File: src/rtl/gbmh_pkg.sv
// ----------------------------------------------------------------------------
// gbmh_pkg
// Shared types and constants for the geometric-bin magnitude histogram.
// ----------------------------------------------------------------------------
package gbmh_pkg;

	localparam int MAX_BINS = 16;
	localparam int BIN_W    = 5;                 // holds 0..MAX_BINS+2
	localparam int LIM_W    = $clog2(MAX_BINS);  // limit table index
	localparam int CFG_W    = 2;

	localparam logic [31:0] Q_ONE = 32'h0001_0000;

	localparam logic [1:0] OP_SAMPLE = 2'd0;
	localparam logic [1:0] OP_READ   = 2'd1;
	localparam logic [1:0] OP_CLEAR  = 2'd2;

	localparam logic [CFG_W-1:0] CFG_MIN_LIMIT    = 2'd0;
	localparam logic [CFG_W-1:0] CFG_GROWTH_RATIO = 2'd1;
	localparam logic [CFG_W-1:0] CFG_BIN_COUNT    = 2'd2;

	localparam logic [BIN_W-1:0] HIT_ZERO = BIN_W'(MAX_BINS + 1);
	localparam logic [BIN_W-1:0] HIT_ONE  = BIN_W'(MAX_BINS + 2);

	typedef struct packed {
		logic [1:0]        op;
		logic signed [31:0] value;
		logic [4:0]        bin_index;
	} req_t;

	typedef struct packed {
		logic [4:0]  bin_hit;
		logic [31:0] bin_total;
		logic [31:0] zero_total;
		logic [31:0] one_total;
		logic [31:0] min_magnitude_seen;
		logic [31:0] max_magnitude_seen;
	} rsp_t;

	typedef struct packed {
		logic load;        // latch accepted item
		logic walk_step;   // compare against next limit
		logic bump;        // update counter and extremes
		logic build_step;  // write one limit, advance product
		logic emit;        // load output register
	} cmd_t;

	typedef struct packed {
		logic walk_done;
		logic build_last;
	} stat_t;

endpackage

File: src/rtl/gbmh_ctrl.sv
// ----------------------------------------------------------------------------
// gbmh_ctrl
// Sequencer: accepts one item at a time and steps the datapath through the
// limit walk, counter update, limit rebuild and result hand-off.
// ----------------------------------------------------------------------------
module gbmh_ctrl (
	input  logic             clk,
	input  logic             arst_n,
	input  logic             req_valid,
	input  logic [1:0]       req_op,
	output logic             req_ready,
	output logic             rsp_valid,
	input  logic             rsp_ready,
	input  gbmh_pkg::stat_t  stat,
	output gbmh_pkg::cmd_t   cmd
);

	typedef enum logic [4:0] {
		ST_IDLE  = 5'b00001,
		ST_WALK  = 5'b00010,
		ST_BUMP  = 5'b00100,
		ST_BUILD = 5'b01000,
		ST_EMIT  = 5'b10000
	} state_t;

	state_t state_q, state_d;
	logic   rsp_valid_q;
	logic   slot_free;

	assign req_ready = (state_q == ST_IDLE);
	assign rsp_valid = rsp_valid_q;
	assign slot_free = !rsp_valid_q || rsp_ready;

	always_comb begin
		state_d = state_q;
		cmd     = '0;
		case (state_q)
			ST_IDLE: begin
				if (req_valid) begin
					cmd.load = 1'b1;
					case (req_op)
						gbmh_pkg::OP_SAMPLE: state_d = ST_WALK;
						gbmh_pkg::OP_CLEAR:  state_d = ST_BUILD;
						default:             state_d = ST_EMIT;
					endcase
				end
			end
			ST_WALK: begin
				if (stat.walk_done) begin
					state_d = ST_BUMP;
				end else begin
					cmd.walk_step = 1'b1;
				end
			end
			ST_BUMP: begin
				cmd.bump = 1'b1;
				state_d  = ST_EMIT;
			end
			ST_BUILD: begin
				cmd.build_step = 1'b1;
				if (stat.build_last) begin
					state_d = ST_EMIT;
				end
			end
			ST_EMIT: begin
				// hold until the output register is free
				if (slot_free) begin
					cmd.emit = 1'b1;
					state_d  = ST_IDLE;
				end
			end
			default: state_d = ST_IDLE;
		endcase
	end

	always_ff @(posedge clk or negedge arst_n) begin
		if (!arst_n) begin
			state_q     <= ST_IDLE;
			rsp_valid_q <= 1'b0;
		end else begin
			state_q <= state_d;
			if (cmd.emit) begin
				rsp_valid_q <= 1'b1;
			end else if (rsp_ready) begin
				rsp_valid_q <= 1'b0;
			end
		end
	end

endmodule

File: src/rtl/gbmh_dp.sv
// ----------------------------------------------------------------------------
// gbmh_dp
// Datapath: configuration registers, limit table, bin counters, extremes,
// one limit comparator, one limit multiplier and the output register.
// ----------------------------------------------------------------------------
module gbmh_dp #(
	parameter int COUNT_WIDTH = 32
) (
	input  logic                           clk,
	input  logic                           arst_n,
	input  logic                           cfg_wr_en,
	input  logic [gbmh_pkg::CFG_W-1:0]     cfg_addr,
	input  logic [31:0]                    cfg_wdata,
	input  gbmh_pkg::req_t                 req,
	input  gbmh_pkg::cmd_t                 cmd,
	output gbmh_pkg::stat_t                stat,
	output gbmh_pkg::rsp_t                 rsp
);

	localparam int BW = gbmh_pkg::BIN_W;
	localparam int LW = gbmh_pkg::LIM_W;
	localparam int NB = gbmh_pkg::MAX_BINS;

	logic [31:0]            min_limit_q;
	logic [15:0]            growth_ratio_q;
	logic [4:0]             bin_count_q;

	logic [31:0]            limits_q [0:NB-1];
	logic [COUNT_WIDTH-1:0] counts_q [0:NB];
	logic [COUNT_WIDTH-1:0] zero_cnt_q, one_cnt_q;
	logic [31:0]            min_mag_q, max_mag_q;

	logic [1:0]             op_q;
	logic [31:0]            mag_q;
	logic [4:0]             bidx_q;
	logic [BW-1:0]          idx_q;
	logic [BW-1:0]          hit_q;
	logic [31:0]            lim_q;
	gbmh_pkg::rsp_t         rsp_q;

	logic [31:0]            mag_in;
	logic [BW-1:0]          n_active;
	logic                   is_zero, is_one;
	logic [47:0]            prod;
	logic [31:0]            next_lim;
	logic [BW-1:0]          cnt_addr;
	logic [COUNT_WIDTH-1:0] cnt_rd;
	logic [COUNT_WIDTH-1:0] cnt_inc;
	logic [63:0]            zero_ext, one_ext, total_ext;

	assign mag_in = req.value[31] ? (32'd0 - req.value) : req.value;
	assign is_zero = (mag_q == 32'd0);
	assign is_one  = (mag_q == gbmh_pkg::Q_ONE);

	always_comb begin
		if (bin_count_q == 5'd0) begin
			n_active = BW'(1);
		end else if (bin_count_q > 5'(NB)) begin
			n_active = BW'(NB);
		end else begin
			n_active = BW'(bin_count_q);
		end
	end

	// walk ends on a special magnitude, past the last active limit, or on
	// the first limit that exceeds the magnitude
	always_comb begin
		stat.walk_done  = is_zero || is_one || (idx_q >= n_active) ||
			(mag_q < limits_q[idx_q[LW-1:0]]);
		stat.build_last = (idx_q == BW'(NB - 1));
	end

	assign prod     = 48'(lim_q) * 48'(growth_ratio_q);
	assign next_lim = (|prod[47:40]) ? 32'hFFFF_FFFF : prod[39:8];

	// single counter read port, shared by the update and the read-out
	assign cnt_addr = cmd.bump ? idx_q : BW'(bidx_q);
	assign cnt_rd   = (cnt_addr <= BW'(NB)) ? counts_q[cnt_addr] : '0;
	assign cnt_inc  = (&cnt_rd) ? cnt_rd : cnt_rd + COUNT_WIDTH'(1);

	assign zero_ext  = 64'(zero_cnt_q);
	assign one_ext   = 64'(one_cnt_q);
	assign total_ext = 64'(cnt_rd);

	always_ff @(posedge clk or negedge arst_n) begin
		if (!arst_n) begin
			min_limit_q    <= 32'h0001_0000;
			growth_ratio_q <= 16'h0A00;
			bin_count_q    <= 5'd8;
		end else if (cfg_wr_en) begin
			case (cfg_addr)
				gbmh_pkg::CFG_MIN_LIMIT:    min_limit_q    <= cfg_wdata;
				gbmh_pkg::CFG_GROWTH_RATIO: growth_ratio_q <= cfg_wdata[15:0];
				gbmh_pkg::CFG_BIN_COUNT:    bin_count_q    <= cfg_wdata[4:0];
				default: ;
			endcase
		end
	end

	always_ff @(posedge clk or negedge arst_n) begin
		if (!arst_n) begin
			for (int i = 0; i < NB; i++) begin
				limits_q[i] <= 32'hFFFF_FFFF;
			end
			for (int i = 0; i <= NB; i++) begin
				counts_q[i] <= '0;
			end
			zero_cnt_q <= '0;
			one_cnt_q  <= '0;
			min_mag_q  <= 32'hFFFF_FFFF;
			max_mag_q  <= 32'd0;
		end else begin
			if (cmd.load && req.op == gbmh_pkg::OP_CLEAR) begin
				for (int i = 0; i <= NB; i++) begin
					counts_q[i] <= '0;
				end
				zero_cnt_q <= '0;
				one_cnt_q  <= '0;
				min_mag_q  <= 32'hFFFF_FFFF;
				max_mag_q  <= 32'd0;
			end
			if (cmd.build_step) begin
				limits_q[idx_q[LW-1:0]] <= lim_q;
			end
			if (cmd.bump) begin
				if (mag_q < min_mag_q) begin
					min_mag_q <= mag_q;
				end
				if (mag_q > max_mag_q) begin
					max_mag_q <= mag_q;
				end
				if (is_zero) begin
					zero_cnt_q <= (&zero_cnt_q) ? zero_cnt_q :
						zero_cnt_q + COUNT_WIDTH'(1);
				end else if (is_one) begin
					one_cnt_q <= (&one_cnt_q) ? one_cnt_q :
						one_cnt_q + COUNT_WIDTH'(1);
				end else begin
					counts_q[idx_q] <= cnt_inc;
				end
			end
		end
	end

	always_ff @(posedge clk) begin
		if (cmd.load) begin
			op_q   <= req.op;
			mag_q  <= mag_in;
			bidx_q <= req.bin_index;
			idx_q  <= '0;
			hit_q  <= '0;
			lim_q  <= min_limit_q;
		end
		if (cmd.walk_step || cmd.build_step) begin
			idx_q <= idx_q + BW'(1);
		end
		if (cmd.build_step) begin
			lim_q <= next_lim;
		end
		if (cmd.bump) begin
			if (is_zero) begin
				hit_q <= gbmh_pkg::HIT_ZERO;
			end else if (is_one) begin
				hit_q <= gbmh_pkg::HIT_ONE;
			end else begin
				hit_q <= idx_q;
			end
		end
		if (cmd.emit) begin
			rsp_q.bin_hit            <= 5'(hit_q);
			rsp_q.bin_total          <= (op_q == gbmh_pkg::OP_READ) ? total_ext[31:0] : 32'd0;
			rsp_q.zero_total         <= zero_ext[31:0];
			rsp_q.one_total          <= one_ext[31:0];
			rsp_q.min_magnitude_seen <= min_mag_q;
			rsp_q.max_magnitude_seen <= max_mag_q;
		end
	end

	assign rsp = rsp_q;

endmodule

File: src/rtl/geometric_bin_magnitude_histogram_top.sv
// ----------------------------------------------------------------------------
// geometric_bin_magnitude_histogram_top
// Magnitude histogram over geometrically spaced bins with zero/one counters,
// running extremes, bin read-out and limit rebuild on clear.
// ----------------------------------------------------------------------------
//  channel  direction  handshake             payload
//  req      in         req_valid/req_ready   gbmh_pkg::req_t (op, value, bin_index)
//  rsp      out        rsp_valid/rsp_ready   gbmh_pkg::rsp_t (six result fields)
//  cfg      in         cfg_wr_en             cfg_addr, cfg_wdata (write only)
//
// One item at a time. A sample compares its magnitude against the limits in turn
// (one limit comparison per cycle), then does a counter read-modify-write; read
// and unused ops go straight to the result; a clear rebuilds every limit, one
// limit per cycle through one multiplier.
// Reset loads the default configuration, all-ones limits and zero counters.
// A stalled rsp holds the result; the next item is still taken meanwhile.
// ----------------------------------------------------------------------------
module geometric_bin_magnitude_histogram_top #(
	parameter int COUNT_WIDTH = 32
) (
	input  logic                        clk,
	input  logic                        arst_n,
	input  logic                        req_valid,
	output logic                        req_ready,
	input  gbmh_pkg::req_t              req,
	output logic                        rsp_valid,
	input  logic                        rsp_ready,
	output gbmh_pkg::rsp_t              rsp,
	input  logic                        cfg_wr_en,
	input  logic [gbmh_pkg::CFG_W-1:0]  cfg_addr,
	input  logic [31:0]                 cfg_wdata
);

	gbmh_pkg::cmd_t  cmd;
	gbmh_pkg::stat_t stat;

	gbmh_ctrl u_ctrl (
		.clk       (clk),
		.arst_n    (arst_n),
		.req_valid (req_valid),
		.req_op    (req.op),
		.req_ready (req_ready),
		.rsp_valid (rsp_valid),
		.rsp_ready (rsp_ready),
		.stat      (stat),
		.cmd       (cmd)
	);

	gbmh_dp #(
		.COUNT_WIDTH (COUNT_WIDTH)
	) u_dp (
		.clk       (clk),
		.arst_n    (arst_n),
		.cfg_wr_en (cfg_wr_en),
		.cfg_addr  (cfg_addr),
		.cfg_wdata (cfg_wdata),
		.req       (req),
		.cmd       (cmd),
		.stat      (stat),
		.rsp       (rsp)
	);

	// an accepted item always keeps the block busy for the next cycle
	a_busy_after_transfer: assert property (@(posedge clk) disable iff (!arst_n)
		req_valid && req_ready |=> !req_ready)
		else $error("req_ready high right after a transfer");

	a_hit_range: assert property (@(posedge clk) disable iff (!arst_n)
		rsp_valid |-> rsp.bin_hit <= gbmh_pkg::HIT_ONE)
		else $error("bin_hit out of range");

	// once any nonzero sample is seen the extremes are ordered
	a_extremes_ordered: assert property (@(posedge clk) disable iff (!arst_n)
		rsp_valid && rsp.max_magnitude_seen != 32'd0 |->
			rsp.min_magnitude_seen <= rsp.max_magnitude_seen)
		else $error("min magnitude above max magnitude");

	a_one_command: assert property (@(posedge clk) disable iff (!arst_n)
		$onehot0({cmd.load, cmd.walk_step, cmd.bump, cmd.build_step, cmd.emit}))
		else $error("more than one datapath command");

endmodule
File: config.mk
export PLATFORM = sky130hd
export DESIGN_NAME = geometric_bin_magnitude_histogram_top
export DESIGN_NICKNAME = d
export VERILOG_FILES = /design/src/rtl/gbmh_pkg.sv /design/src/rtl/gbmh_ctrl.sv /design/src/rtl/gbmh_dp.sv /design/src/rtl/geometric_bin_magnitude_histogram_top.sv
export SDC_FILE = /design/constraint.sdc
export NUM_CORES = 2
export LEC_CHECK = 0
export BUFFER_PORTS_ARGS = -buffer_cell sky130_fd_sc_hd__buf_2
export CORE_MARGIN = 2
export CORE_UTILIZATION = 64
export CTS_CLUSTER_SIZE = 30
export DETAILED_ROUTE_END_ITERATION = 7
export HOLD_SLACK_MARGIN = 0.08
export PLACE_DENSITY = 0.82
export SYNTH_ARGS = -nofsm -noshare
export SYNTH_HDL_FRONTEND = slang
export SYNTH_SLANG_ARGS = --single-unit
File: constraint.sdc
create_clock -name clk -period 11.2 [get_ports clk]
set_input_delay 0.56 -clock clk [delete_from_list [all_inputs] [get_ports clk]]
set_output_delay 0.56 -clock clk [all_outputs]
set_load 0.02 [all_outputs]
Yosys cells after proc, flatten, opt, wreduce, memory -nomap -nowiden
Index checks and enable logic that the tools add are counted.

Flip-flop bits (word level): 1489. Bits of input ports: 78. Output and inout port bits: 167. Logic and storage cells: 178.

Add/subtract/negate cells: 5. $mul: 1. Order comparisons: 11. Equal/unequal tests: 17. Mux-type cells: 61. Bitwise operators: 3. Reductions and logical operators: 25.

Operator list (count): 2-to-1 mux 544 bit (4); 2-to-1 mux 32 bit (26); bitwise mux 544 bit (1); bitwise mux 512 bit (1); binary-select mux 32 bit (select 5 bit) (1); demux 32 bit (select 5 bit) (1); binary-select mux 32 bit (select 4 bit) (1); demux 32 bit (select 4 bit) (1); adder 32 x 1 -> 32 bit, second input constant (3); AND reduction 32 bit (3); < comparator 32 bit (2); 2-to-1 mux 5 bit (12); multiplier 32 x 16 -> 48 bit (1); equality test 32 x 17 -> 1 bit, second input constant (1); > comparator 32 bit (1); zero test 32 bit (1); subtractor 1 x 32 -> 32 bit, first input constant (1); 2-to-1 mux 31 bit (1); case mux 5 bit (5 select lines) (1); >= comparator 6 bit, second input constant (2); NOT 5 -> 6 bit (2); equality test 5 x 4 -> 1 bit, second input constant (2); 2-to-1 mux 1 bit (10); case mux 5 bit (2 select lines) (1); other kinds (27) (43).

Logic depth before layout (Yosys ltp)
Depth after elaboration: 14. Gate-level depth with buffers: 27. Gate-level depth less buffers: 24.

Cells and area by module
A second synthesis with hierarchy kept.

Cell total of the unflattened synthesis: 8625. Area, all modules: 91086.1 µm².

By module, submodules not included: gbmh_dp (times used 1, cells an instance 8588, area each 90712.0 µm²); gbmh_ctrl (times used 1, cells an instance 37, area each 374.1 µm²).

Worst setup path before layout
No wires, ideal clock.

Path kind: register -> register. Start: register u_ctrl.state_q[1]. End: register u_dp.rsp_q, in the netlist u_dp.rsp[0] (enable). Library setup time: 0.696 ns. Arrival time: 7.653 ns. Data required time: 10.504 ns. Setup slack: 2.851 ns. Cell stages (with the launch flop): 4. Buffers on the path: 0. Clock period less this slack: 8.349 ns. Path through: dfrtp_1 nor4_1 nand2_1 nor2_1.

RTL lines: from (decl) (RTL line gbmh_ctrl.sv:26) `state_t state_q, state_d;`; from (signal assigned) (RTL line gbmh_ctrl.sv:81) `state_q <= state_d;`; to (decl) (RTL line gbmh_dp.sv:39) `gbmh_pkg::rsp_t rsp_q;`.

Final worst setup path
Start: register u_dp.lim_q[9]. End: register u_dp.lim_q[29] (data pin).

Word-level cells in the longest chain between the ends: 4.

RTL lines: from (decl) (RTL line gbmh_dp.sv:38) `logic [31:0] lim_q;`; from (signal assigned) (RTL line gbmh_dp.sv:152) `lim_q <= min_limit_q;`; from (signal assigned) (RTL line gbmh_dp.sv:158) `lim_q <= next_lim;`; multiplier 32 x 16 -> 48 bit * (RTL line gbmh_dp.sv:73) `assign prod = 48'(lim_q) * 48'(growth_ratio_q);`; OR reduction 8 bit (RTL line gbmh_dp.sv:74) `assign next_lim = (|prod[47:40]) ? 32'hFFFF_FFFF : prod[39:8];`; 2-to-1 mux 32 bit * (RTL line gbmh_dp.sv:74); 2-to-1 mux 32 bit * (RTL line gbmh_dp.sv:157) `if (cmd.build_step) begin`.

Mark *: on every way between the ends. The rest lies on a longest branch, timed or not. A chain may end at the register's enable or synchronous reset.

==> qor.csv <==
stage,metric,value,unit
placement,place.detailed.hpwl,146000,um
clock_tree,cts_tree,done,
clock_tree,clockBufferDepth,3,
synthesis,yosysWarnings,0,
synthesis,avgSynthCellArea,11.2,sq um
finish,layout.nets,8403,
clock_tree,clkTransAtPathRegs,0.07,ns
global_route,grt_max_degree,260,
critical_path,max_stage_delay,1.18,ns
critical_path,arrival,8.48,ns
route,drt_iter0_markers,8202,
worst_hold_path,hp-class,primary input to flip-flop,
critical_path,cp_cell_sequence,nand2_1 > fa_1 > inv_1 > fa_1 > fa_1 > fa_1 > fa_1 > inv_1 > fa_1 > inv_1 > ha_1 > a21o_1 > a21o_1 > a21oi_1 > o311a_1 > nand3_1 > a21oi_1 > o21bai_1 > a221oi_1 > xnor2_1 > nor2_2 > buf_4 > a31oi_1,
timing,drv_slew,0,
synthesis,synth.largest_area_cell,dfrtp_1,
floorplanning,io_pins,245,
critical_path,worst_path_most_repeated_cell,fa_1,
run_status,outcome,"finished, violations left",
clock_tree,numCtsBuffers,153,
clock_tree,htree_levels,4,
synthesis,yosys-top-cells-area,"dfrtp_1 (20%), dfstp_2 (17%), fa_1 (9.7%), edfxtp_1 (8.6%), mux2_2 (7.8%)",
floorplanning,dieArea,0.137,sq mm
timing,fin_setup_tns,0,ns
timing,worst_pin_slew,1.38,ns
floorplanning,core_area,0.133,sq mm
route,wl,244000,um
timing,fin_crit,7.96,ns
placement,post-place-ws,3.45,ns
synthesis,synth-edff-count,246,
floorplanning,die_height,371,um
clock_tree,cts_sinks,1489,
run_status,violations,DRC,
placement,gp_congestion,0.921,
timing,hold_viol_final,0,
critical_path,ff2ff_setup_slack,3.24,ns
global_route,grt_pass1_wl,380000,um
finish,drive_gt1_share,25.8,%
floorplanning,die_x,371,um
placement,io_buffers,244,
clock_tree,clock_latency,0.82,ns
route,firstDrtPassIters,8,
synthesis,synth_top_area_share,20.2,%
floorplanning,rows,134,
synthesis,synthCells,7706,
critical_path,worstSetupPathType,flip-flop to flip-flop,
timing,setup_viol,0,
route,vias,64700,
synthesis,syn_nets,8426,
synthesis,syn_area,0.0860,sq mm
timing,rsz0062_at_grt,no,
timing,fin_ws,3.24,ns
finish,area_growth,9.60,%
timing,clock_skew,0.0414,ns
global_route,antenna_found_initial,9,
route,drc,7,
synthesis,ys_ff_latch,1489,
critical_path,end_kind,flip-flop,
route,ant_nets,0,
global_route,grt_pass1_vias,66300,
route,routedWlPerCell,25.4,um
timing,worst_slew_margin_rel,7.36,%
clock_tree,post_cts_buffers,0,
critical_path,cp-start-kind,flip-flop,
clock_tree,clock-root-buffer,clkbuf_16,
finish,postLayoutCoreUtil,70.6,%
global_route,overflow,0,
floorplanning,start_util,64.4,%
global_route,track_usage,35.7,%
critical_path,worstPathMaxFanout,32,
critical_path,cp_slowest_cell,edfxtp_1,
critical_path,crit_required,11.72,ns
run,cap_viol_max_count,0,
timing,fmax,0.126,GHz
synthesis,async_flop_share,83.5,%
timing,finalCritPeriodShare,71.1,%
synthesis,ys_types,93,
clock_tree,cts_resized,0,
synthesis,synth_ff_type,dfrtp_1,
clock_tree,hold_buffers,59,
synthesis,seq_area_frac_synth,45.6,%
route,avgViaCountPerCell,6.75,
## final timing paths
check | start | endpoint | depth (start not counted)
setup reg to reg | u_dp.lim_q[9] | u_dp.lim_q[29] | 23
max in group asynchronous | arst_n | u_dp.counts_q[330] | 4
setup / recovery | u_dp.lim_q[9] | u_dp.lim_q[29] | 23
min in group asynchronous | arst_n | u_dp.growth_ratio_q[1] | 2
hold / removal | req[9] | u_dp.mag_q[4] | 2
hold reg to reg | u_dp.hit_q[3] | u_dp.rsp[163] | 0
## worst max-delay path, delay by kind of cell, from the launching register on
family | cells | cell delay (ns)
DFF | 1 | 1.18
AOI/OAI and AO/OA | 8 | 1.79
and+or+nand+nor | 3 | 0.47
buffers and inverters | 4 | 0.53
xor gates and xnor gates | 1 | 0.12
adders and majority gates | 7 | 3.55
## cell usage in the layout (no fill, tap or decap), types with 51 or more instances in the layout
| cell | n |
|---|---|
| ha_1 | 225 |
| clkbuf_16 | 159 |
| inv_1 | 602 |
| o31ai_1 | 66 |
| and3_1 | 66 |
| a21oi_1 | 153 |
| nand4_1 | 51 |
| a31oi_1 | 66 |
| nand2_1 | 487 |
| o21ai_0 | 644 |
| nand3_1 | 683 |
| dfrtp_1 | 694 |
| dlygate4sd3_1 | 59 |
| mux2i_1 | 106 |
| fa_1 | 417 |
| buf_2 | 243 |
| dfstp_2 | 549 |
| xnor2_1 | 68 |
| nor2_1 | 205 |
| edfxtp_1 | 246 |
| mux4_2 | 160 |
| buf_4 | 134 |
| and2_1 | 245 |
| a21o_1 | 95 |
| a221oi_1 | 51 |
| mux2_2 | 596 |
## state kept, by name, indices dropped and copies added (netlist names), 16 cells and up
signal,flops
u_dp.counts_q,544
u_dp.limits_q,512
u_dp.rsp,165
u_dp.lim_q,32
u_dp.mag_q,32
u_dp.max_mag_q,32
u_dp.min_limit_q,32
u_dp.min_mag_q,32
u_dp.one_cnt_q,32
u_dp.zero_cnt_q,32
u_dp.growth_ratio_q,16
## layer usage
| layer | vias to the layer above | GRT usage, % | part of all wire (%) | routed length [um] |
|---|---|---|---|---|
| li1 | 27000 | - | - | - |
| met2 | 4206 | 56.7 | 47 | 114000 |
| met1 | 32500 | 46.1 | 36 | 88700 |
| met4 | 8 | 17.4 | 5.3 | 12900 |
| met3 | 1012 | 8.89 | 11 | 28000 |
| met5 | - | 0 | 0.023 | 57 |
## per-stage QoR
| step | instances | cell area (sq um) | hold slack (ns) |
|---|---|---|---|
| 6_report | 9583 | 94200 | 0.115 |
| 3_5_place_dp | 9237 | 88400 | 0.411 |
| 4_1_cts | 9577 | 94200 | 0.0801 |
| 5_1_grt | 9581 | 94200 | 0.105 |
| 2_1_floorplan | 7706 | 86000 | 0.264 |
| 3_3_place_gp | 9237 | 88400 | 0.403 |
## cell usage after synthesis (39+ instances only)
cell,count
a21oi_1,154
xnor2_1,68
mux2i_1,108
dfstp_2,549
nand2_1,489
a31oi_1,68
ha_1,225
a221oi_1,51
buf_1,53
and2_1,247
mux2_2,596
and3_1,66
fa_1,417
o21ai_0,645
inv_1,603
nand4_1,51
buf_2,47
a21o_1,95
o31ai_1,66
edfxtp_1,246
mux4_2,160
nand3_1,713
clkbuf_1,497
dfrtp_1,694
nor2_1,208
nor2b_1,39
## area by class of cell
type / count / area (sq um)
multi-input combinational: 4991 / 42400
fill: 8910 / 39200
sequential: 1489 / 39200
clock buffer: 218 / 4390
timing repair buffer: 445 / 2990
inverter: 603 / 2260
tap: 1768 / 2210
clock inverter: 63 / 822
antenna: 6 / 15.0
## cell families (layout without fill, tap and decap cells)
family	count (synthesis)	count (layout)	synth area share, %
other cells	0	6	0
buf+inv	1226	1329	5.56
compound gates	1369	1369	9.88
mux	864	864	13.3
xor+xnor	102	102	1.04
flops	1489	1489	45.6
fa+ha+maj	642	642	13.0
simple gates	2014	2014	11.7
Power is not shown: default switching activity piles up to over one toggle a cycle in this logic, so the estimate is an artifact.
